[config.mk]
export PLATFORM = sky130hd
export DESIGN_NAME = lmfl_load
export DESIGN_NICKNAME = d
export VERILOG_FILES = /design/src/rtl/lmfl_pkg.sv /design/src/rtl/lmfl_load.sv
export SDC_FILE = /design/constraint.sdc
export NUM_CORES = 1
export LEC_CHECK = 0
export BUFFER_PORTS_ARGS = -buffer_cell sky130_fd_sc_hd__clkbuf_2
export CAP_MARGIN = 40
export CORE_MARGIN = 5
export CORE_UTILIZATION = 46
export DETAILED_ROUTE_END_ITERATION = 16
export PLACE_DENSITY_LB_ADDON = 0.3
export SLEW_MARGIN = 30
export SYNTH_ARGS = -nofsm -noshare
export SYNTH_HDL_FRONTEND = slang
export SYNTH_SLANG_ARGS = --single-unit
[constraint.sdc]
create_clock -name vclk -period 1.89
set_input_delay 0.0945 -clock vclk [all_inputs]
set_output_delay 0.0945 -clock vclk [all_outputs]
set_load 0.03 [all_outputs]
[src/rtl/lmfl_pkg.sv]
`timescale 1ns / 1ps
`default_nettype none
package lmfl_pkg;

  localparam int LINE_BYTES        = 16;
  localparam int LINE_W            = LINE_BYTES * 8;
  localparam int ADDR_IN_W         = 16;
  localparam int MEM_BYTES_DEFAULT = 65536;
  localparam logic [7:0] LATENCY_RESET = 8'd8;

  // Load sizes; any code above LD_TRIPLE loads four bytes.
  localparam logic [2:0] LD_NONE  = 3'd0;
  localparam logic [2:0] LD_BYTE  = 3'd1;
  localparam logic [2:0] LD_HALF  = 3'd2;
  localparam logic [2:0] LD_TRIPLE = 3'd3;

  // Per-tick status of the two line ports.
  typedef struct packed {
    logic rd_done;   // read completes this tick
    logic wr_done;   // write lands this tick
    logic rd_busy;   // read port busy after this tick
    logic wr_busy;   // write port busy after this tick
  } port_stat_t;

endpackage
`default_nettype wire

[src/rtl/lmfl_load.sv]
`timescale 1ns / 1ps
`default_nettype none
module lmfl_load
  import lmfl_pkg::*;
(
  input  wire logic              [LINE_W-1:0] q_even,
  input  wire logic              [LINE_W-1:0] q_odd,
  input  wire logic              [3:0]        offset,
  input  wire logic                           odd_line,
  input  wire logic              [2:0]        size,
  input  wire logic                           sign_ext,
  output logic signed            [31:0]       value
);

  logic [2*LINE_W-1:0] window;
  logic [31:0]         raw;

  // first line in the low half, the following line above it
  assign window = odd_line ? {q_even, q_odd} : {q_odd, q_even};
  assign raw    = window[{offset, 3'b000} +: 32];

  always_comb begin
    case (size)
      LD_NONE:   value = '0;
      LD_BYTE:   value = {{24{sign_ext & raw[7]}},  raw[7:0]};
      LD_HALF:   value = {{16{sign_ext & raw[15]}}, raw[15:0]};
      LD_TRIPLE: value = {{8{sign_ext & raw[23]}},  raw[23:0]};
      default:   value = raw;
    endcase
  end

endmodule
`default_nettype wire
After elaboration in Yosys (flattened, before gate mapping) --
Cells that the tools add are included.
Operators by class: eq/ne operators 3, multiplexer cells 2, shift-type cells 1, reduce and logical (&&, ||, !) cells 1, bitwise gates (word level) 3
Operator list (count):
- 256-bit 2-to-1 mux | 1
- 256-bit by 8-bit indexed part select with 32-bit output | 1
- 32-bit one-hot mux with 4 select lines | 1
- 3-bit by 2-bit == test with 1-bit output, second input constant | 2
- 1-bit AND | 3
- 3-bit by 1-bit == test with 1-bit output, second input constant | 1
- 3-bit zero test | 1
Word-level totals: bits in registers 0, logic and storage cells 10

Longest topological paths before layout --
Gate-level depths: netlist of run 1.
word-level depth 4, depth in mapped cells 12, depth with buffers taken out 6

Worst setup path after synthesis of run 1 --
OpenSTA, ideal clock, no wires.
kind input to output, start point input offset[1], end point output value[18], setup slack -0.454 ns, data arrival time 2.249 ns, data required time 1.796 ns, path buffers 5, stages on the path 8, cell sequence buf_2 -> buf_4 -> buf_2 -> buf_2 -> buf_2 -> nand2_1 -> a32o_1 -> o31ai_1
On the way: word-level cells in the longest chain between the ends 3, elaborated cells on any way between the ends 4, those cells by class shift (1); mux (1); bitwise (2)
Ends and longest elaborated chain:
- start, declared | RTL line lmfl_load.sv:8 | input wire logic [3:0] offset,
- 256-bit by 8-bit indexed part select with 32-bit output (*) | RTL line lmfl_load.sv:20 | assign raw = window[{offset, 3'b000} +: 32];
- 1-bit AND, on equally long branches | RTL line lmfl_load.sv:26, lmfl_load.sv:25
- 32-bit one-hot mux with 4 select lines (*) | RTL line lmfl_load.sv:23 | case (size)
- end, declared | RTL line lmfl_load.sv:12 | output logic signed [31:0] value
Every way passes the cells marked *; elsewhere a longest branch is shown, timed or not.

Final worst setup path of run 1 --
start point input offset[0], end point output value[12]
On the way: word-level cells in the longest chain between the ends 3
Ends and longest elaborated chain:
- 256-bit by 8-bit indexed part select with 32-bit output (*) | RTL line lmfl_load.sv:20
- 1-bit AND | RTL line lmfl_load.sv:25 | LD_BYTE: value = {{24{sign_ext & raw[7]}}, raw[7:0]};
- 32-bit one-hot mux with 4 select lines (*) | RTL line lmfl_load.sv:23
Marked as above.

==> impl_metrics.toml, run 1 <==
[status]
status = "complete, but fails checks"
failed_checks = "negative setup slack"

[worst_setup_path]
critPathKind = "input port to output port"
end_kind = "output port"
critPathLaunchType = "input port"
arrival_ns = 2.12
path_max_fanout = 11
required_ns = 1.80
startpoint = "offset[0]"

[final_layout]
mostFrequentLayoutCells = "261 x clkbuf_2, 152 x mux4_2, 133 x buf_4"
syn_to_final_growth_pct = 57.38
fin_util = 0.7300
final_common_cell = "clkbuf_2"
seq_cell_count = 0
antenna_cells_inserted = 0
clkbuf_count = 0
layout.nets = 1305
drive_above_1_share = 0.7399
regArea_um2 = 0

[power]
netSwitchingFraction = 0.4642
p_int_mw = 1.878
power_frac_seq = 0
powerDensity_mw_per_mm2 = 318.2
p_switching_mw = 1.627
power_mw = 3.505
static-leakage-power_nw = 4.812
ir_drop_v = 0.0002565
combPwrFrac = 1.000
p_clk_frac = 0

[grt]
grt-ovfl-total = 0
grt_pass1_vias = 8584
grt_pass1_wl_um = 48760
grt_max_degree = 33
antenna_found_initial = 0
top_usage_layer = "met2"
track_usage = 0.3456
grt_use_met3 = 0.06344
use_met2 = 0.5533
use_met1 = 0.4691

[sta]
post-route-min-period_ns = 2.218
finalHoldViolCount = 0
fin_crit_sh = 1.174
rsz0062_at_grt = "true"
max_clock_freq_mhz = 450.8
setup_viol = 31
setup_ws_ns = -0.3282
slew_headroom = 0.6458
worst_slew_pin_slew_ns = 0.5314
slew_viol_final = 0

[placement]
gp_congestion = 0.9621
hpwl_um = 24020
port-buffer-count = 297

[yosys]
netlist_area_mm2 = 0.006999
syn_inst = 641
ys_types = 48
synth_nets = 906
synth_warnings = 0
ys_seq_area_frac = 0
synth_area_per_cell_um2 = 10.92

[detailed_routing]
totalWireLength_um = 33220
drc_errors = 0
drt_iter0_drc = 1057
antenna_left = 0
first_pass_iters = 6
via_per_inst = 7.069
drt-wirelength-per-cell_um = 27.10
vias = 8666

[floorplanning]
start_util = 0.4638
fp.dieW_um = 133.4
io_pins = 297
rows = 45
die-area_mm2 = 0.01778
die_h_um = 133.4
core_area_mm2 = 0.01509

[hold_path]
hold_path.class = "input port to output port"
holdCritStartpoint = "size[2]"

[flow_run]
cap_violations = 0

[cts]
holdBufCountCts = 0
synth_stat cells (all sizes together), types with 4 or more instances:
| library cell | count | area [µm²] |
|---|---|---|
| a211o | 4 | 35.03 |
| a211oi | 17 | 140.1 |
| a21oi | 26 | 133.9 |
| a22oi | 8 | 60.06 |
| a31o | 7 | 61.31 |
| a32oi | 7 | 61.31 |
| buf | 58 | 422.9 |
| clkbuf | 19 | 71.32 |
| mux2 | 53 | 596.8 |
| mux2i | 87 | 870.8 |
| mux4 | 152 | 3423 |
| nand2 | 61 | 229.0 |
| nand2b | 10 | 62.56 |
| nor2 | 25 | 93.84 |
| nor2b | 12 | 75.07 |
| nor3 | 11 | 55.05 |
| o211ai | 10 | 75.07 |
| o21ai | 13 | 65.06 |
| o221ai | 6 | 52.55 |
| o22ai | 24 | 150.1 |
| o31ai | 5 | 37.54 |
worst max-delay path, stage by stage:
cell,delay (ns)
buf_16,0.12
buf_12,0.13
buf_12,0.14
buf_16,0.15
mux2_4,0.32
nor2_4,0.10
a21oi_2,0.05
mux4_2,0.47
nand2b_4,0.16
a31o_4,0.23
buf_8,0.13
logic make-up (layout without fill, tap and decap cells):
logic type      Yosys count  after routing  share of synthesized area
buf+inv                  79            476                    0.07168
mux                     292            292                     0.6988
compound gates          140            140                     0.1441
simple gates            130            130                    0.08545
metal layers:
| layer | routed length, µm | vias up |
|---|---|---|
| met5 | 0 | - |
| met3 | 3731 | 132 |
| li1 | - | 3564 |
| met4 | 1642 | 0 |
| met2 | 15510 | 759 |
| met1 | 12340 | 4211 |
repair_timing:
action / CTS / global route
setup buffers: 27 / 13
pin swaps: 24 / 17
gates cloned: 12 / 2
resized for setup: 155 / 62
setup endpoints to repair: 32 / 32
path summary, 6_finish.rpt:
path,cells past startpoint,slack [ns],endpoint
max,11,-0.33,value[12]
min,5,0.80,value[26]
final cells by class:
| cell class | count | area, µm² |
|---|---|---|
| fillers | 1061 | 4074 |
| inverters | 2 | 10.01 |
| multi-input cells | 562 | 7048 |
| well taps | 188 | 235.2 |
| repair buffers | 474 | 3722 |
metrics by stage:
| stage | setup slack (ns) | cell area (µm²) | setup TNS, ns | cells | hold WS [ns] |
|---|---|---|---|---|---|
| 2_1_floorplan | -0.1663 | 7387 | -2.312 | 641 | 0.5786 |
| 3_3_place_gp | -0.6138 | 9518 | -14.50 | 1175 | 0.8029 |
| 3_5_place_dp | -0.6120 | 9518 | -15.04 | 1175 | 0.8134 |
| 4_1_cts | -0.2847 | 10730 | -6.486 | 1214 | 0.7930 |
| 5_1_grt | -0.3907 | 11020 | -9.708 | 1226 | 0.8260 |
| 6_report | -0.3282 | 11020 | -7.936 | 1226 | 0.7995 |
power groups by stage:
| stage | sequential [mW] | clock [mW] | combinational (mW) |
|---|---|---|---|
| floorplan | 0 | 0 | 1.88 |
| global placement | 0 | 0 | 2.79 |
| detailed placement | 0 | 0 | 2.83 |
| CTS | 0 | 0 | 3.29 |
| global route | 0 | 0 | 3.66 |
| finish | 0 | 0 | 3.51 |
No activity file was read; power rests on OpenSTA's default activity.
==> inputs of run 2 (changes only) <==
- CORE_ASPECT_RATIO: not set -> 0.6
==> impl_metrics.toml, run 2 (same netlist as run 1, synthesis figures left out) <==
[placement]
pre_cts_ws_ns = -0.5714
port-buffer-count = 297
gp_congestion = 0.9922
place_inst = 1222
hpwl_um = 27000

[final_layout]
mostFrequentLayoutCells = "261 x clkbuf_2, 152 x mux4_2, 150 x buf_4"
final_common_cell = "clkbuf_2"
seq_cell_count = 0
antenna_cells_inserted = 0
fin_cells = 1260
syn_to_final_growth_pct = 61.03
fillers = 965
drive_above_1_share = 0.7476
regArea_um2 = 0
clkbuf_count = 0
multi_input_area_mm2 = 0.007054
layout.nets = 1329

[worst_setup_path]
path_max_fanout = 7
required_ns = 1.80
critPathKind = "input port to output port"
end_kind = "output port"
arrival_ns = 2.14
critPathLaunchType = "input port"

[power]
p_int_mw = 1.937
ir_drop_v = 0.0002389
power_mw = 3.630
p_switching_mw = 1.693
static-leakage-power_nw = 4.933
p_clk_frac = 0
combPwrFrac = 1.000
netSwitchingFraction = 0.4664
powerDensity_mw_per_mm2 = 322.1
power_frac_seq = 0

[sta]
timing.hold.ws_ns = 0.8016
post-route-min-period_ns = 2.231
slew_headroom = 0.6083
max_clock_freq_mhz = 448.2
finalSetupTns_ns = -6.962
fin_crit_sh = 1.180
slew_viol_final = 0
finalHoldViolCount = 0
worst_slew_pin_slew_ns = 0.5850
setup_ws_ns = -0.3410
rsz0062_at_grt = "true"
setup_viol = 30

[floorplanning]
io_pins = 297
fp.dieW_um = 169.2
die_h_um = 105.6
rows = 34
die-area_mm2 = 0.01786
start_util = 0.4755
core_area_mm2 = 0.01472

[hold_path]
holdCritStartpoint = "size[2]"
min_to = "value[26]"
hold_depth = 5
hold_path.class = "input port to output port"

[detailed_routing]
first_pass_iters = 5
via_per_inst = 7.082
highest_layer = "met4"
drt_iter0_drc = 1276
vias = 8923
totalWireLength_um = 35380
wl_met3_um = 5558
met2_wirelength_um = 15470
drc_errors = 0
drt-wirelength-per-cell_um = 28.08
wl_met1_um = 13260
antenna_left = 0

[grt]
grt-ovfl-total = 0
grt_pass1_vias = 8734
track_usage = 0.3661
antenna_found_initial = 0
grt_max_degree = 33
grt_pass1_wl_um = 51490

[status]
failed_checks = "negative setup slack"
status = "complete, but fails checks"

[flow_run]
cap_violations = 0

[cts]
holdBufCountCts = 0
==> run 2: changes by cell type in the layout (fill, tap and decap cells not counted), sizes merged <==
| cell | previous run | this run |
|---|---|---|
| buf | 199 | 222 |
| clkbuf | 274 | 275 |
==> run 2: power groups by stage <==
stage	clock (mW)	combinational, mW	sequential, mW
finish	0	3.63	0
global route	0	3.78	0
CTS	0	3.38	0
detailed placement	0	2.98	0
global placement	0	2.95	0
floorplan	0	1.88	0
==> run 2: worst max-delay path by stage <==
stage                   start   endpoint  slack [ns]  depth (start not counted)
finish              offset[0]  value[29]       -0.34                         10
global route        offset[0]  value[29]       -0.35                          9
CTS                 offset[0]  value[15]       -0.29                          8
detailed placement  offset[0]  value[20]       -0.57                         10
global placement    offset[0]  value[19]       -0.53                         10
floorplan           offset[0]  value[24]       -0.17                          9
==> run 2: per-stage QoR <==
| stage | utilization | instance area (µm²) |
|---|---|---|
| floorplan | - | 7387 |
| global placement | 0.6749 | 9933 |
| detailed placement | 0.6749 | 9933 |
| CTS | 0.7415 | 10910 |
| global route | 0.7657 | 11270 |
| finish | 0.7657 | 11270 |
==> run 2: worst max-delay path, stage by stage <==
cell	delay, ns
buf_16	0.13
clkbuf_16	0.16
buf_4	0.15
nand2b_1	0.16
o211ai_1	0.51
a2111oi_4	0.18
a211oi_4	0.32
buf_12	0.19
o21ai_2	0.07
clkbuf_8	0.16
==> run 2: what timing repair did <==
| action | in CTS | in global routing |
|---|---|---|
| gates cloned | 8 | 6 |
| setup buffers | 20 | 8 |
| endpoints found under the setup margin | 32 | 32 |
| resized for setup | 140 | 63 |
| pin swaps | 13 | 17 |
==> run 2: metal layers <==
metal / vias up / global-route usage
li1: 3593 / -
met1: 4312 / 0.5289
met2: 905 / 0.5406
met3: 113 / 0.1163
met4: 0 / 0.08099
met5: - / 0
==> run 2: layout make-up <==
class | instances | area share
well taps | 198 | 0.02198
repair buffers | 498 | 0.3512
inverters | 2 | 0.0008881
multi-input cells | 562 | 0.6259
==> inputs of run 3 (changes only) <==
==> constraint.sdc (replaced) <==
create_clock -name vclk -period 1.89
set_input_delay 0.0945 -clock vclk [all_inputs]
set_output_delay 0.0945 -clock vclk [all_outputs]
set_load 0.02 [all_outputs]
==> impl_metrics.toml, run 3 (same netlist as run 1, synthesis figures left out) <==
[status]
status = "complete, but fails checks"
failed_checks = "negative setup slack"

[detailed_routing]
drc_errors = 0
antenna_left = 0
first_pass_iters = 5
vias = 8619
drt_iter0_drc = 1087
via_per_inst = 6.895
drt-wirelength-per-cell_um = 27.24
totalWireLength_um = 34060

[placement]
gp_congestion = 0.9673
hpwl_um = 25650
post_dp_cell_area_mm2 = 0.009595
port-buffer-count = 297
pre_cts_ws_ns = -0.5650

[power]
static-leakage-power_nw = 4.819
p_clk_frac = 0
p_switching_mw = 1.520
p_int_mw = 1.817
power_frac_seq = 0
ir_drop_v = 0.0002026
netSwitchingFraction = 0.4555
power_mw = 3.337
powerDensity_mw_per_mm2 = 305.8
combPwrFrac = 1.000

[sta]
slew_headroom = 0.6183
rsz0062_at_grt = "true"
timing.hold.ws_ns = 0.7803
finalSetupTns_ns = -7.943
setup_ws_ns = -0.3422
post-route-min-period_ns = 2.232
slew_viol_final = 0
max_clock_freq_mhz = 448.0
finalHoldViolCount = 0
setup_viol = 32
worst_slew_pin_slew_ns = 0.5701
fin_crit_sh = 1.181

[worst_setup_path]
startpoint = "offset[0]"
crit_end = "value[15]"
worstSetupPathDepth = 9
critPathBufInv = 4
critPathLaunchType = "input port"
required_ns = 1.80
arrival_ns = 2.14
path_max_fanout = 8
cp_slowest_cell = "mux4_2"
path_cells = "buf_16 -> mux2i_1 -> mux4_2 -> a222oi_1 -> buf_4 -> and3_4 -> buf_12 -> a21o_1 -> clkbuf_8"
critPathTopFamily = "multiplexers"
slowest_delay_ns = 0.52
end_kind = "output port"
critPathKind = "input port to output port"

[grt]
grt_max_degree = 34
grt_pass1_wl_um = 49090
grt_pass1_vias = 8374
antenna_found_initial = 0
grt-ovfl-total = 0
track_usage = 0.3494

[floorplanning]
die_h_um = 105.6
fp.dieW_um = 169.2
die-area_mm2 = 0.01786
rows = 34
start_util = 0.4755
core_area_mm2 = 0.01472
io_pins = 297

[hold_path]
hold_depth = 6
hold_path.class = "input port to output port"

[final_layout]
mostFrequentLayoutCells = "264 x clkbuf_2, 152 x mux4_2, 147 x buf_4"
regArea_um2 = 0
syn_to_final_growth_pct = 55.92
final_common_cell = "clkbuf_2"
layout.nets = 1319
seq_cell_count = 0
antenna_cells_inserted = 0
postLayoutCellArea_mm2 = 0.01091
clkbuf_count = 0
drive_above_1_share = 0.7348

[flow_run]
cap_violations = 0
## run 3: metal layers
layer / vias to the layer above / wire [µm] / track usage
li1: 3586 / - / -
met1: 4175 / 13290 / 0.5111
met2: 781 / 14650 / 0.5082
met3: 77 / 5296 / 0.1227
met4: 0 / 823 / 0.06031
met5: - / 0 / 0
## run 3: layout make-up
class / instances / area, µm²
Multi-Input combinational cell: 562 / 6879
Tap cell: 198 / 247.7
Inverter: 2 / 10.01
Timing Repair Buffer: 488 / 3776
Fill cell: 1044 / 3806
## run 3: how the worst min path moves through the flow
stage                       start   endpoint  slack, ns
after floorplan           size[0]   value[0]       0.56
after global placement    size[2]  value[31]       0.75
after detailed placement  size[2]  value[31]       0.76
after CTS                 size[2]  value[31]       0.76
after global routing      size[2]  value[29]       0.80
final                     size[2]  value[31]       0.78
## run 3: power groups by stage
| stage | clock, mW | sequential (mW) | combinational [mW] |
|---|---|---|---|
| after floorplan | 0 | 0 | 1.72 |
| after global placement | 0 | 0 | 2.75 |
| after detailed placement | 0 | 0 | 2.77 |
| after CTS | 0 | 0 | 3.06 |
| after global routing | 0 | 0 | 3.49 |
| final | 0 | 0 | 3.34 |
## run 3: repair_timing
| item | 4_1_cts | 5_1_grt |
|---|---|---|
| pin swaps | 10 | 17 |
| cloned | 11 | 4 |
| resized for setup | 72 | 107 |
| hold buffers | 0 | 0 |
| buffers inserted | 19 | 21 |
| setup endpoints to repair | 32 | 32 |
## run 3: per-stage QoR
stage,cells,util
after global placement,1201,0.6519
after detailed placement,1201,0.6519
after floorplan,641,-
final,1250,0.7414
after CTS,1229,0.7061
after global routing,1250,0.7414
