## src/rtl/lmfl_pkg.sv

```systemverilog
`timescale 1ns / 1ps
`default_nettype none
package lmfl_pkg;

  localparam int LINE_BYTES        = 16;
  localparam int LINE_W            = LINE_BYTES * 8;
  localparam int ADDR_IN_W         = 16;
  localparam int MEM_BYTES_DEFAULT = 65536;
  localparam logic [7:0] LATENCY_RESET = 8'd8;

  // Load sizes; any code above LD_TRIPLE loads four bytes.
  localparam logic [2:0] LD_NONE  = 3'd0;
  localparam logic [2:0] LD_BYTE  = 3'd1;
  localparam logic [2:0] LD_HALF  = 3'd2;
  localparam logic [2:0] LD_TRIPLE = 3'd3;

  // Per-tick status of the two line ports.
  typedef struct packed {
    logic rd_done;   // read completes this tick
    logic wr_done;   // write lands this tick
    logic rd_busy;   // read port busy after this tick
    logic wr_busy;   // write port busy after this tick
  } port_stat_t;

endpackage
`default_nettype wire

```

## src/rtl/lmfl_ports.sv

```systemverilog
`timescale 1ns / 1ps
`default_nettype none
module lmfl_ports
  import lmfl_pkg::*;
(
  input  wire logic                 clk,
  input  wire logic                 rst_n,
  input  wire logic                 cfg_we,
  input  wire logic [7:0]           cfg_data,
  input  wire logic                 tick,
  input  wire logic                 rd_req,
  input  wire logic [ADDR_IN_W-1:0] rd_addr,
  input  wire logic                 wr_req,
  input  wire logic [ADDR_IN_W-1:0] wr_addr,
  input  wire logic [LINE_W-1:0]    wr_line,
  output logic      [ADDR_IN_W-1:0] rd_line_addr,
  output logic      [ADDR_IN_W-1:0] wr_line_addr,
  output logic      [LINE_W-1:0]    wr_line_data,
  output port_stat_t                stat
);

  logic [7:0]           latency_r;
  logic                 rd_pend_r, wr_pend_r;
  logic [7:0]           rd_cnt_r, wr_cnt_r;
  logic [ADDR_IN_W-1:0] rd_addr_r, wr_addr_r;
  logic [LINE_W-1:0]    wr_buf_r;
  logic                 rd_start, wr_start;

  assign rd_start = rd_req && !rd_pend_r;
  assign wr_start = wr_req && !wr_pend_r;

  always_comb begin
    stat.rd_done = rd_pend_r && (rd_cnt_r == 8'd1);
    stat.wr_done = wr_pend_r && (wr_cnt_r == 8'd1);
    stat.rd_busy = (rd_pend_r && !stat.rd_done) || rd_start;
    stat.wr_busy = (wr_pend_r && !stat.wr_done) || wr_start;
  end

  assign rd_line_addr = rd_addr_r;
  assign wr_line_addr = wr_addr_r;
  assign wr_line_data = wr_buf_r;

  always_ff @(posedge clk) begin
    if (!rst_n) begin
      latency_r <= LATENCY_RESET;
      rd_pend_r <= 1'b0;
      wr_pend_r <= 1'b0;
      rd_cnt_r  <= 8'd0;
      wr_cnt_r  <= 8'd0;
      rd_addr_r <= '0;
      wr_addr_r <= '0;
      wr_buf_r  <= '0;
    end else begin
      if (cfg_we) begin
        latency_r <= cfg_data;
      end
      if (tick) begin
        // a latency of zero wraps the 8-bit count: 256 ticks
        if (stat.rd_done) begin
          rd_pend_r <= 1'b0;
        end else if (rd_pend_r) begin
          rd_cnt_r <= rd_cnt_r - 8'd1;
        end
        if (stat.wr_done) begin
          wr_pend_r <= 1'b0;
        end else if (wr_pend_r) begin
          wr_cnt_r <= wr_cnt_r - 8'd1;
        end
        if (rd_start) begin
          rd_addr_r <= rd_addr;
          rd_cnt_r  <= latency_r;
          rd_pend_r <= 1'b1;
        end
        if (wr_start) begin
          wr_addr_r <= wr_addr;
          wr_cnt_r  <= latency_r;
          wr_buf_r  <= wr_line;
          wr_pend_r <= 1'b1;
        end
      end
    end
  end

endmodule
`default_nettype wire

```

## config.mk

```make
export PLATFORM = sky130hd
export DESIGN_NAME = lmfl_ports
export DESIGN_NICKNAME = d
export VERILOG_FILES = /design/src/rtl/lmfl_pkg.sv /design/src/rtl/lmfl_ports.sv
export SDC_FILE = /design/constraint.sdc
export NUM_CORES = 1
export LEC_CHECK = 0
export BUFFER_PORTS_ARGS = -buffer_cell sky130_fd_sc_hd__buf_2
export CORE_ASPECT_RATIO = 0.5
export CORE_MARGIN = 8
export CORE_UTILIZATION = 50
export CTS_CLUSTER_DIAMETER = 60
export CTS_CLUSTER_SIZE = 30
export DETAILED_ROUTE_END_ITERATION = 16
export PLACE_DENSITY = 0.94
export SLEW_MARGIN = 20
export SYNTH_ARGS = -nofsm -noshare
export SYNTH_HDL_FRONTEND = slang
export SYNTH_SLANG_ARGS = --single-unit
```

## constraint.sdc

```tcl
create_clock -name clk -period 3.1 [get_ports clk]
set_clock_uncertainty 0.1 [all_clocks]
set_input_delay 0.31 -clock clk [delete_from_list [all_inputs] [get_ports clk]]
set_output_delay 0.31 -clock clk [all_outputs]
set_load 0.1 [all_outputs]
```

* Word level (Yosys, flattened, before mapping)
Index checks and enable logic that the tools add are counted.
** Word-level totals
- Input port bits :: 174
- Register bits after elaboration :: 186
- Output and inout bits :: 164
- Word-level logic and storage cells :: 46
** Operators by class
- Add/subtract/negate cells :: 2
- Reductions and logical operators :: 22
- Equal/unequal tests :: 4
- Muxes and demuxes :: 10
** Operators by type and width (count)
- $mux W8 :: 6
- $eq A8 B1 Y1 const B :: 2
- $sub A8 B1 Y8 const B :: 2
- $reduce_and A2 Y1 :: 4
- $reduce_bool A2 Y1 :: 4
- $logic_and A1 B1 Y1 :: 6
- $reduce_and A3 Y1 :: 2
- $logic_not A1 Y1 :: 4
- $mux W1 :: 4
- $ne A2 B1 Y1 const B :: 2
- $logic_or A1 B1 Y1 :: 2

* Logic depth before layout (Yosys ltp)
Gate-level depths: netlist of the first run.
- Depth after elaboration :: 5
- Depth in mapped cells :: 8
- Gate-level depth less buffers :: 6

* Worst setup path after synthesis of the first run
OpenSTA, ideal clock, no wires.
- Path type :: register to output
- Start :: register rd_cnt_r[1]
- End :: output stat[3] in the netlist's numbering
- Arrival :: 3.743 ns
- Path slack :: -1.053 ns
- Path buffers :: 0
- Required time :: 2.690 ns
- Cell stages (with the launch flop) :: 6
- Cells stage by stage :: dfxtp_1 -> inv_1 -> ha_1 -> nor2b_1 -> nand2_1 -> nor4bb_1
** RTL lines
- from (decl) :: line lmfl_ports.sv:24 : logic [7:0] rd_cnt_r, wr_cnt_r;
- from (signal assigned) :: line lmfl_ports.sv:62 : rd_cnt_r <= rd_cnt_r - 8'd1;
- from (signal assigned) :: line lmfl_ports.sv:71 : rd_cnt_r <= latency_r;
- to (decl) :: line lmfl_ports.sv:19 : output port_stat_t stat

==> results of run 1 <==
-- metal layers --
layer	global-route usage [%]	routed length [um]
met1	23.3	7970
met2	41.6	11700
met3	5.64	1540
met4	8.88	616
met5	0	0
-- synthesized netlist by cell type, types with 2 or more instances --
library cell  number
o21ai_1            3
nand3_1            6
dfxtp_1          186
nor3_1             2
inv_1              6
a21o_1             5
buf_1              5
and3_1             2
ha_1               4
nand4_1            2
a22oi_1            2
nand2b_1           2
a31oi_1            3
nor3_2             2
o211ai_1           6
mux2i_1            8
nor2_1            20
buf_4              3
o31ai_1            5
a21oi_1          179
a221oi_1           2
clkbuf_1          24
nand2_1          342
buf_2             23
o21ai_0            8
buf_6              9
nor3b_1            2
nor2b_1            3
-- path summary, 6_finish.rpt --
check / start / endpoint
setup / recovery: rd_cnt_r[1] / stat[3]
hold / removal: cfg_data[3] / latency_r[3]
setup reg to reg: wr_pend_r / wr_line_data[116]
hold reg to reg: wr_line_data[106] / wr_line_data[106]
-- cell families after synthesis --
| family | after synthesis | share of synthesized area, % |
|---|---|---|
| simple gates | 392 | 22.5 |
| compound gates | 222 | 17.2 |
| flops | 186 | 53.1 |
| buf+inv | 71 | 5.34 |
| mux | 8 | 1.14 |
| fa+ha+maj | 4 | 0.714 |
-- worst reg2reg max path: stages, from the launching register on --
cell and delay [ns]:
dfxtp_1 0.39, nand2b_1 0.39, nor2_8 0.42, buf_4 0.44
nand2_1 0.13, a21oi_1 0.13
-- per-stage QoR --
stage | util [%] | instance area (um2) | worst slack, ns | power [mW] | hold slack [ns]
after global routing | 68.2 | 9290 | 0.417 | 6.30 | 0.0126
after CTS | 68.2 | 9290 | 0.501 | 6.11 | 0.00476
after detailed placement | 64.0 | 8720 | 0.941 | 4.02 | 0.343
after global placement | 64.0 | 8720 | 1.01 | 3.99 | 0.338
final | 68.2 | 9290 | 0.508 | 6.06 | 0.0205
after floorplan | - | 7010 | 0.0128 | 3.72 | 0.338
-- registers in the layout (all words and copies together), names as in the netlist --
register and flops:
wr_line_addr 16, rd_cnt_r 8, wr_line_data 128, wr_pend_r 1
latency_r 8, wr_cnt_r 8, rd_pend_r 1, rd_line_addr 16
-- area by class of cell --
cell class	count	area (um2)
Inverter	7	28.8
Clock inverter	14	148
Timing Repair Buffer	346	1800
Fill cell	1073	4330
Sequential cell	186	3720
Clock buffer	17	425
Tap cell	192	240
Multi-Input combinational cell	626	2920
-- power by group through the flow --
stage / clock network (mW) / registers [mW] / logic [mW]
2_1_floorplan: 0 / 3.32 / 0.405
3_3_place_gp: 0 / 2.63 / 1.35
3_5_place_dp: 0 / 2.64 / 1.38
4_1_cts: 2.14 / 2.59 / 1.38
5_1_grt: 2.25 / 2.60 / 1.46
6_report: 2.09 / 2.59 / 1.38
==> summary.md, run 1 <==
| Metric | Value |
|---|---|
| Result of the run | `finished, final reports clean` |
| Number of vias after detailed routing | `7121` |
| Clock period minus final worst setup slack | `between 2 and 3 ns` |
| Number of setup violations in the final report | `0` |
| Cell breakdown of the critical path | `inv_1, ha_1, nor2b_1, nand2_1, nor4bb_2, buf_2` |
| Required time at the worst-slack endpoint | `2.69 ns` |
| Cell class contributing the biggest share of worst-path delay | `simple AND/OR/NAND/NOR gates` |
| Num CTS Buffers | `17` |
| Number of buffers inserted by port buffering | `337` |
| Crit path capture type | `output pin` |
| Signed area change from the synthesized netlist to the final layout | `32.6%` |
| Count of flip-flops with a built-in enable after synthesis | `0` |
| Register clock-pin slew on the reported worst setup and hold paths | `0.07 ns` |
| Post-DR wirelength/cell | `about 16 um` |
| Number of global-route vias before repair | `6937` |
| Floorplan die width | `about 180 um` |
| Largest buffer count on any clock path | `2` |
| Critical setup path kind | `reg2out` |
| Post-CTS Resized | `0` |
| Largest net degree at the start of global routing | `80` |
| Count of different cell masters after synthesis | `47` |
| Final setup TNS | `0 ns` |
| Fraction of the cycle the final worst path needs | `83.6%` |
| Top library cells by usage in the layout, fill and taps aside | `342 x nand2_1, 337 x buf_2, 186 x dfxtp_1, 179 x a21oi_1, 20 x nor2_1` |
| Instance count on the critical path | `6` |
| Leakage power | `4.28 nW` |
| Antenna-violating nets left | `0` |
| Worst hold path depth | `3` |
| Number of hold violations in the final report | `0` |
| Design internal power | `3.88 mW` |
| Fmax achieved | `386 MHz` |
| Slew of the pin with the lowest slew margin | `0.741 ns` |
| Share of total power consumed by net switching | `between 30% and 40%` |
| Longest individual stage delay on the worst path | `0.49 ns` |
| CP Data Arrival Time | `2.18 ns` |
| Total die area | `0.0183 mm2` |
| Clock Tree Root | `clkbuf_16` |
| CTS tree | `done` |
| Cells after DPL | `1357` |
| Largest cells by area after synthesis | `dfxtp_1 53%, nand2_1 18%, a21oi_1 13%, buf_2 1.6%, buf_6 1.4%` |
| Tot GR Track Use | `22.1%` |
| Unrepaired setup endpoints after global routing | `false` |
| Critical path buffers and inverters | `2` |
| Commonest non-fill, non-tap cell in the layout | `nand2_1` |
| Cell type of the slowest stage on the worst timing path | `buf_2` |
| Number of max-capacitance violations reported | `0` |
| Cell taking the most area after synthesis | `dfxtp_1` |
| Overflow after GRT | `0` |
| Post-layout net count | `1362` |
| Logic depth of the worst register-to-register path | `5` |
| Half-perimeter wire length after placement | `16.2 mm` |
| Switching power | `2.19 mW` |
| Number of antenna violations at the first check in global routing | `0` |
| Synthesized area divided by synthesized cell count | `7.94 um2` |
| Most used flip-flop cell after synthesis | `dfxtp_1` |
| Max Slew Vio Count | `0` |
| Hold WC Path Type | `in2reg` |
| Post-synthesis cell area | `0.00701 mm2` |
| DRT Pass-1 Iters | `5` |
| Starting density of the core | `between 50% and 60%` |
| Weighted congestion at the end of routability-driven global placement | `0.856` |
| Number of DRC violations after detailed-routing iteration 0 | `just under 400` |
| Remaining DRCs | `0` |
| Source-to-sink clock delay at the later pin of the worst-skew pair | `0.41 ns` |
| Portion of total power attributed to combinational logic | `a little under a quarter` |
| Maximum vdd drop | `about 0.33 mV` |
| Total nets after synthesis | `1061` |
| Number of standard cells in the final layout excluding fillers | `1388` |
| Synthesized instance count | `883` |
| Yosys top cell area share | `53.1%` |
| Num ports | `338` |
| Flop pwr share | `42.7%` |
| Area of the core region | `0.0136 mm2` |
| TritonCTS sink count | `around 190` |
| Critical-path maximum fanout | `5` |
| Syn. warnings | `0` |
| DIE HEIGHT | `99.7 um` |
| Standard-cell rows | `30` |
| Hold buffer count at cts | `0` |
| CTS H-tree depth | `4` |
| Post-detailed-route via-to-cell ratio | `5.13` |
| Max-slew headroom at the worst pin | `50.6%` |
| Share of cells above drive strength 1 | `32.4%` |
| Total of flip-flops plus latches after synthesis | `about 190` |
| Setup fix buffers added after clock tree synthesis | `0` |
| Async set or reset register ratio after synthesis | `0%` |
| Launching element type of the critical path | `flop` |
| # diodes | `0` |
| Power density normalized to cell area | `around 650 mW/mm2` |
| Part of the power in the clock network | `34.5%` |
| Detailed-route wire length | `21.8 mm` |
| Wire length of the first global-routing pass | `33.5 mm` |
| Internal reg-to-reg setup slack | `1.02 ns` |
| Seq/Total Area, Yosys | `between 50% and 60%` |
No activity file was read; power rests on OpenSTA's default activity.
==> run 2, diff against run 1 <==
--- a/config.mk
+++ b/config.mk
@@ -8,11 +8,11 @@
 export BUFFER_PORTS_ARGS = -buffer_cell sky130_fd_sc_hd__buf_2
 export CORE_ASPECT_RATIO = 0.5
 export CORE_MARGIN = 8
-export CORE_UTILIZATION = 50
+export CORE_UTILIZATION = 46
 export CTS_CLUSTER_DIAMETER = 60
 export CTS_CLUSTER_SIZE = 30
 export DETAILED_ROUTE_END_ITERATION = 16
-export PLACE_DENSITY = 0.94
+export PLACE_DENSITY = 0.88
 export SLEW_MARGIN = 20
 export SYNTH_ARGS = -nofsm -noshare
 export SYNTH_HDL_FRONTEND = slang
==> constraint.sdc (replaced) <==
create_clock -name clk -period 2.4 [get_ports clk]
set_clock_uncertainty 0.1 [all_clocks]
set_input_delay 0.24 -clock clk [delete_from_list [all_inputs] [get_ports clk]]
set_output_delay 0.24 -clock clk [all_outputs]
set_load 0.1 [all_outputs]
==> run 2 against run 1 <==
  * Highest routed layer unchanged
  * Non-clock buffer count up 172
  * Sequential share of layout area shrank 6.5 points
  * Largest power group unchanged
  * Largest cell class unchanged
  * Critical endpoint is now stat[1]
  * Register-to-register slack got worse by 0.57 ns
==> summary.md, run 2 (synthesized netlist as in run 1, its figures left out) <==
| Metric | Value |
|---|---|
| Signed area change from the synthesized netlist to the final layout | `58.4% (was 32.6%)` |
| Pre-CTS setup slack | `0.332 ns (was 0.941 ns)` |
| Commonest non-fill, non-tap cell in the layout | `nand2_1 (unchanged)` |
| Number of global-route vias before repair | `8376 (was 6937)` |
| Fmax achieved | `425 MHz` |
| Cell breakdown of the critical path | `nor4_1, nand3b_1, nand2_1, nand2_1, buf_2 (was inv_1, ha_1, nor2b_1, nand2_1, nor4bb_2, buf_2)` |
| Cells after DPL | `1374 (was 1357)` |
| Number of standard cells in the final layout excluding fillers | `1578 (was 1388)` |
| Antenna-violating nets left | `0 (unchanged)` |
| Number of DRC violations after detailed-routing iteration 0 | `553 (was 386)` |
| Slew of the pin with the lowest slew margin | `0.650 ns (was 0.741 ns)` |
| Last element of the critical path | `stat[1] (was stat[3])` |
| Post-layout net count | `1534 (was 1362)` |
| Fraction of the cycle the final worst path needs | `98.0%` |
| Max Slew Vio Count | `0 (unchanged)` |
| Share of cells above drive strength 1 | `28.8% (was 32.4%)` |
| Clock period minus final worst setup slack | `2.35 ns` |
| Clock Tree Root | `clkbuf_16 (unchanged)` |
| Logic depth of the worst register-to-register path | `5 (unchanged)` |
| Half-perimeter wire length after placement | `17.5 mm (was 16.2 mm)` |
| Largest buffer count on any clock path | `2 (unchanged)` |
| Source-to-sink clock delay at the later pin of the worst-skew pair | `0.42 ns (was 0.41 ns)` |
| Post-DR wirelength/cell | `18.7 um (was 15.7 um)` |
| CP Data Arrival Time | `2.01 ns (was 2.18 ns)` |
| DRT Pass-1 Iters | `5 (unchanged)` |
| Floorplan die width | `191 um (was 183 um)` |
| Design internal power | `5.40 mW (was 3.88 mW)` |
| Weighted congestion at the end of routability-driven global placement | `0.923 (was 0.856)` |
| Maximum vdd drop | `0.519 mV (was 0.328 mV)` |
| Flop pwr share | `40.3% (was 42.7%)` |
| Critical Path Source | `rd_cnt_r[2] (was rd_cnt_r[1])` |
| Area of the core region | `0.0151 mm2 (was 0.0136 mm2)` |
| Setup fix buffers added after clock tree synthesis | `0 (unchanged)` |
| Power density normalized to cell area | `751 mW/mm2 (was 653 mW/mm2)` |
| Remaining DRCs | `0 (unchanged)` |
| Launching element type of the critical path | `flop (unchanged)` |
| Number of antenna violations at the first check in global routing | `1 (was 0)` |
| Required time at the worst-slack endpoint | `2.06 ns (was 2.69 ns)` |
| Share of total power consumed by net switching | `35.3% (was 36.0%)` |
| Number of flip-flops in the largest register | `128 (unchanged)` |
| Post-detailed-route via-to-cell ratio | `5.30 (was 5.13)` |
| Result of the run | `finished, final reports clean (unchanged)` |
| Total die area | `0.0197 mm2 (was 0.0183 mm2)` |
| Number of hold violations in the final report | `0 (unchanged)` |
| Tot GR Track Use | `28.6% (was 22.1%)` |
| Critical-path maximum fanout | `6 (was 5)` |
| TritonCTS sink count | `186 (unchanged)` |
| Number of setup violations in the final report | `0 (unchanged)` |
| CTS H-tree depth | `4 (unchanged)` |
| Max-slew headroom at the worst pin | `56.6% (was 50.6%)` |
| Num CTS Buffers | `17 (unchanged)` |
| Number of max-capacitance violations reported | `0 (unchanged)` |
| CTS tree | `done (unchanged)` |
| Overflow after GRT | `0 (unchanged)` |
| Crit path capture type | `output pin (unchanged)` |
| Internal reg-to-reg setup slack | `0.45 ns (was 1.02 ns)` |
| Cell type of the slowest stage on the worst timing path | `nor4_1 (was buf_2)` |
| Number of buffers inserted by port buffering | `337 (unchanged)` |
| CP dominant cell by count | `nand2_1` |
| Standard-cell rows | `32 (was 30)` |
| Top library cells by usage in the layout, fill and taps aside | `342 x nand2_1, 335 x buf_2, 186 x dfxtp_1, 179 x a21oi_1, 167 x dlygate4sd3_1 (was 342 x nand2_1, 337 x buf_2, 186 x dfxtp_1, 179 x a21oi_1, 20 x nor2_1)` |
| Critical setup path kind | `reg2out (unchanged)` |
| Register clock-pin slew on the reported worst setup and hold paths | `0.07 ns (about the same)` |
| Reg-to-Reg Start | `wr_pend_r (unchanged)` |
| Number of vias after detailed routing | `8362 (was 7121)` |
| Hold WC Path Type | `in2reg (unchanged)` |
| Detailed-route wire length | `29.5 mm (was 21.8 mm)` |
| DIE HEIGHT | `103 um (was 99.7 um)` |
| Final setup TNS | `0 ns (unchanged)` |
| Starting density of the core | `46.3% (was 51.4%)` |
| Total Power | `8.34 mW (was 6.06 mW)` |
| Switching power | `2.94 mW (was 2.19 mW)` |
| Num ports | `338 (unchanged)` |
| Leakage power | `5.02 nW (was 4.28 nW)` |
| Part of the power in the clock network | `34.7% (was 34.5%)` |
| Endpoint of the worst register-to-register path | `wr_line_data[54] (was wr_line_data[116])` |
| Portion of total power attributed to combinational logic | `25.0% (was 22.8%)` |
| Longest individual stage delay on the worst path | `0.58 ns (was 0.49 ns)` |
| Number of inserted filler cells in the final layout | `1049 (was 1073)` |
| Unrepaired setup endpoints after global routing | `false (unchanged)` |
| Wire length of the first global-routing pass | `44.5 mm (was 33.5 mm)` |
| Final Worst Setup Slack | `0.0470 ns (was 0.508 ns)` |
| Largest net degree at the start of global routing | `78 (was 80)` |
## run 2: cell count changes in the layout (fill, tap and decap cells not counted), sizes merged
cell,previous run,this run
clkinv,6,4
dlygate4sd3,0,167
buf,346,351
diode,0,5
clkinvlp,0,1
bufinv,0,2
## run 2: power by group through the flow
stage               clock network [mW]  registers [mW]  logic (mW)
floorplan                            0            4.29       0.526
global placement                     0            3.40        1.79
detailed placement                   0            3.41        1.81
CTS                               2.92            3.34        2.03
global route                      3.06            3.37        2.17
finish                            2.90            3.36        2.08
## run 2: cell type report
type	instances	area, um2	area share [%]
multi-input combinational	626	2940	26.5
inverter	7	31.3	0.282
timing repair buffer	518	3530	31.8
antenna	5	12.5	0.113
tap	204	255	2.30
clock buffer	17	425	3.83
clock inverter	15	179	1.61
sequential	186	3720	33.5
## run 2: worst min path at each step
stage,start,to,slack (ns),cells after the start
2_1_floorplan,cfg_data[3],latency_r[3],0.27,2
3_3_place_gp,wr_line_data[30],wr_line_data[30],0.34,2
3_5_place_dp,wr_line_data[45],wr_line_data[45],0.34,2
4_1_cts,cfg_data[6],latency_r[6],0.001,3
5_1_grt,cfg_data[6],latency_r[6],0.02,3
6_report,cfg_data[6],latency_r[6],0.02,3
## run 2: critical path: cells and delay by family, from the launching register on
kind / cells / cell delay, ns
simple gates: 4 / 0.91
flops: 1 / 0.38
buf+inv: 1 / 0.31
## run 2: metrics by stage
step	util, %	area (um2)	hold WS [ns]
after floorplan	-	7020	0.268
after global placement	58.1	8790	0.338
after detailed placement	58.1	8790	0.343
after CTS	73.2	11100	0.000968
after global routing	73.3	11100	0.0230
final	73.3	11100	0.0237
## run 2: per-layer routing
metal | track usage, % | up-vias | wire (um) | share of wire [%]
met5 | 0 | - | 0 | 0
met4 | 13.7 | 0 | 1130 | 3.8
met3 | 9.00 | 99 | 2900 | 9.8
met2 | 50.8 | 525 | 14600 | 50
met1 | 31.3 | 3879 | 10900 | 37
li1 | - | 3859 | - | -
## run 2: what timing repair did
action / in CTS / in global routing
setup endpoints to repair: 2 / 3
endpoints found under the hold margin: 167 / 0
gates resized for setup: 2 / 2
hold buffers: 167 / 0
==> run 3, diff against run 2 <==
--- a/config.mk
+++ b/config.mk
@@ -5,7 +5,7 @@
 export SDC_FILE = /design/constraint.sdc
 export NUM_CORES = 1
 export LEC_CHECK = 0
-export BUFFER_PORTS_ARGS = -buffer_cell sky130_fd_sc_hd__buf_2
+export BUFFER_PORTS_ARGS = -buffer_cell sky130_fd_sc_hd__buf_4
 export CORE_ASPECT_RATIO = 0.5
 export CORE_MARGIN = 8
 export CORE_UTILIZATION = 46
==> run 3 against run 2 <==
  * Via count shrank 1.0%
  * Non-clock buffer count is 1 lower
  * Largest power group unchanged
  * Total power is 1.8% higher
  * Critical path type unchanged
  * Utilization up 5.5 points
  * Global-route usage rose by 0.80 points
  * Design area rose by 7.5%
==> summary.md, run 3 (synthesized netlist as in run 1, its figures left out) <==
| Metric | Value |
|---|---|
| Post-layout net count | `1533 (was 1534)` |
| CTS H-tree depth | `4 (unchanged)` |
| Final setup TNS | `0 ns (unchanged)` |
| Crit path capture type | `output pin (unchanged)` |
| Number of max-capacitance violations reported | `0 (unchanged)` |
| Number of DRC violations after detailed-routing iteration 0 | `771 (was 553)` |
| Largest net degree at the start of global routing | `89 (was 78)` |
| Max-slew headroom at the worst pin | `55.0% (was 56.6%)` |
| Detailed-route wire length | `30.6 mm (was 29.5 mm)` |
| Hold path start | `wr_req (was cfg_data[6])` |
| Unrepaired setup endpoints after global routing | `false (unchanged)` |
| Number of hold violations in the final report | `0 (unchanged)` |
| Hold WC Path Type | `in2reg (unchanged)` |
| Maximum vdd drop | `0.513 mV (was 0.519 mV)` |
| Fraction of the cycle the final worst path needs | `93.3% (was 98.0%)` |
| Power density normalized to cell area | `711 mW/mm2 (was 751 mW/mm2)` |
| Num CTS Buffers | `17 (unchanged)` |
| CTS tree | `done (unchanged)` |
| Utilization after layout | `78.8% (was 73.3%)` |
| Clock Tree Root | `clkbuf_16 (unchanged)` |
| Post-detailed-route via-to-cell ratio | `5.26 (was 5.30)` |
| Max Slew Vio Count | `0 (unchanged)` |
| Slew of the pin with the lowest slew margin | `0.675 ns (was 0.650 ns)` |
| Reg-to-Reg Start | `wr_pend_r (unchanged)` |
| Antenna-violating nets left | `0 (unchanged)` |
| Remaining DRCs | `0 (unchanged)` |
| Launching element type of the critical path | `flop (unchanged)` |
| Top library cells by usage in the layout, fill and taps aside | `342 x nand2_1, 340 x buf_4, 186 x dfxtp_1, 179 x a21oi_1, 170 x dlygate4sd3_1 (was 342 x nand2_1, 335 x buf_2, 186 x dfxtp_1, 179 x a21oi_1, 167 x dlygate4sd3_1)` |
| Pre-CTS setup slack | `0.470 ns (was 0.332 ns)` |
| Source-to-sink clock delay at the later pin of the worst-skew pair | `0.42 ns (about the same)` |
| Largest buffer count on any clock path | `2 (unchanged)` |
| DRT Pass-1 Iters | `6 (was 5)` |
| Post-DR wirelength/cell | `19.4 um (was 18.7 um)` |
| Required time at the worst-slack endpoint | `2.06 ns (about the same)` |
| Number of flip-flops in the largest register | `128 (unchanged)` |
| Post-route worst hold slack | `0.0824 ns (was 0.0237 ns)` |
| DIE HEIGHT | `103 um (unchanged)` |
| Final Worst Setup Slack | `0.161 ns (was 0.0470 ns)` |
| Fmax achieved | `447 MHz (was 425 MHz)` |
| Area of the core region | `0.0151 mm2 (unchanged)` |
| Number of antenna violations at the first check in global routing | `1 (unchanged)` |
| Result of the run | `finished, final reports clean (unchanged)` |
| Share of cells above drive strength 1 | `28.4% (was 28.8%)` |
| Cells after DPL | `1370 (was 1374)` |
| Area occupied by multi-input gates | `0.00294 mm2 (unchanged)` |
| Critical setup path kind | `reg2out (unchanged)` |
| Clock period minus final worst setup slack | `2.24 ns (was 2.35 ns)` |
| Combined flip-flop and latch cell area | `0.00372 mm2 (unchanged)` |
| Weighted congestion at the end of routability-driven global placement | `0.881 (was 0.923)` |
| Overflow after GRT | `0 (unchanged)` |
| Total Power | `8.49 mW (was 8.34 mW)` |
| Number of global-route vias before repair | `8122 (was 8376)` |
| Floorplan die width | `191 um (unchanged)` |
| Number of inserted filler cells in the final layout | `872 (was 1049)` |
| Leakage power | `5.16 nW (was 5.02 nW)` |
| Half-perimeter wire length after placement | `17.9 mm (was 17.5 mm)` |
| TritonCTS sink count | `186 (unchanged)` |
| Signed area change from the synthesized netlist to the final layout | `70.3% (was 58.4%)` |
| Num ports | `338 (unchanged)` |
| Starting density of the core | `46.3% (unchanged)` |
| Internal reg-to-reg setup slack | `0.47 ns (was 0.45 ns)` |
| Register clock-pin slew on the reported worst setup and hold paths | `0.08 ns (was 0.07 ns)` |
| Number of vias after detailed routing | `8275 (was 8362)` |
| Critical Path Source | `rd_cnt_r[0] (was rd_cnt_r[2])` |
| CP Data Arrival Time | `1.90 ns (was 2.01 ns)` |
| Setup fix buffers added after clock tree synthesis | `0 (unchanged)` |
| Commonest non-fill, non-tap cell in the layout | `nand2_1 (unchanged)` |
| Wire length of the first global-routing pass | `45.4 mm (was 44.5 mm)` |
| Tot GR Track Use | `29.4% (was 28.6%)` |
| Placement-stage cell area | `0.00962 mm2 (was 0.00879 mm2)` |
| Number of setup violations in the final report | `0 (unchanged)` |
| Number of buffers inserted by port buffering | `337 (unchanged)` |
| Number of standard cells in the final layout excluding fillers | `1573 (was 1578)` |
| Critical-path maximum fanout | `5 (was 6)` |
| Standard-cell rows | `32 (unchanged)` |
| Final Cell Area | `0.0119 mm2 (was 0.0111 mm2)` |
| Total die area | `0.0197 mm2 (unchanged)` |
==> run 3: routing by layer <==
metal	up-vias	wire length, um	GRT usage (%)
met2	490	15100	52.4
met4	0	1110	11.3
met5	-	0	0
li1	3854	-	-
met3	85	3060	8.50
met1	3846	11300	33.4
==> run 3: area by class of cell <==
class,count,share of cell area [%]
diodes,1,0.0210
clock buffers,18,3.60
clock inverters,14,1.36
inverters,7,0.262
multi-input cells,626,24.7
flip-flops and latches,186,31.2
well taps,204,2.14
repair buffers,517,36.8
==> run 3: power breakdown <==
group          switching (mW)  internal, mW  leakage, nW
Clock                    1.31          1.57        0.285
Sequential              0.123          3.24         1.52
Combinational            1.53         0.721         3.36
Total                    2.96          5.53         5.16
==> run 3: worst paths after layout <==
path                        to  cells past startpoint
max                    stat[3]                      5
min                  wr_pend_r                      3
max reg2reg   wr_line_data[72]                      5
min reg2reg  wr_line_data[112]                      2
==> run 3: repair_timing <==
action                                 CTS  global route
resized for setup                        0             3
setup endpoints to repair                0             2
hold buffers                           170             0
endpoints found under the hold margin  169             0
==> run 3: worst max-delay path, stage by stage, from the launching register on <==
cell      delay [ns]
dfxtp_1         0.39
ha_1            0.16
nor2b_2         0.23
nand2_1         0.13
nor4bb_4        0.31
buf_6           0.26
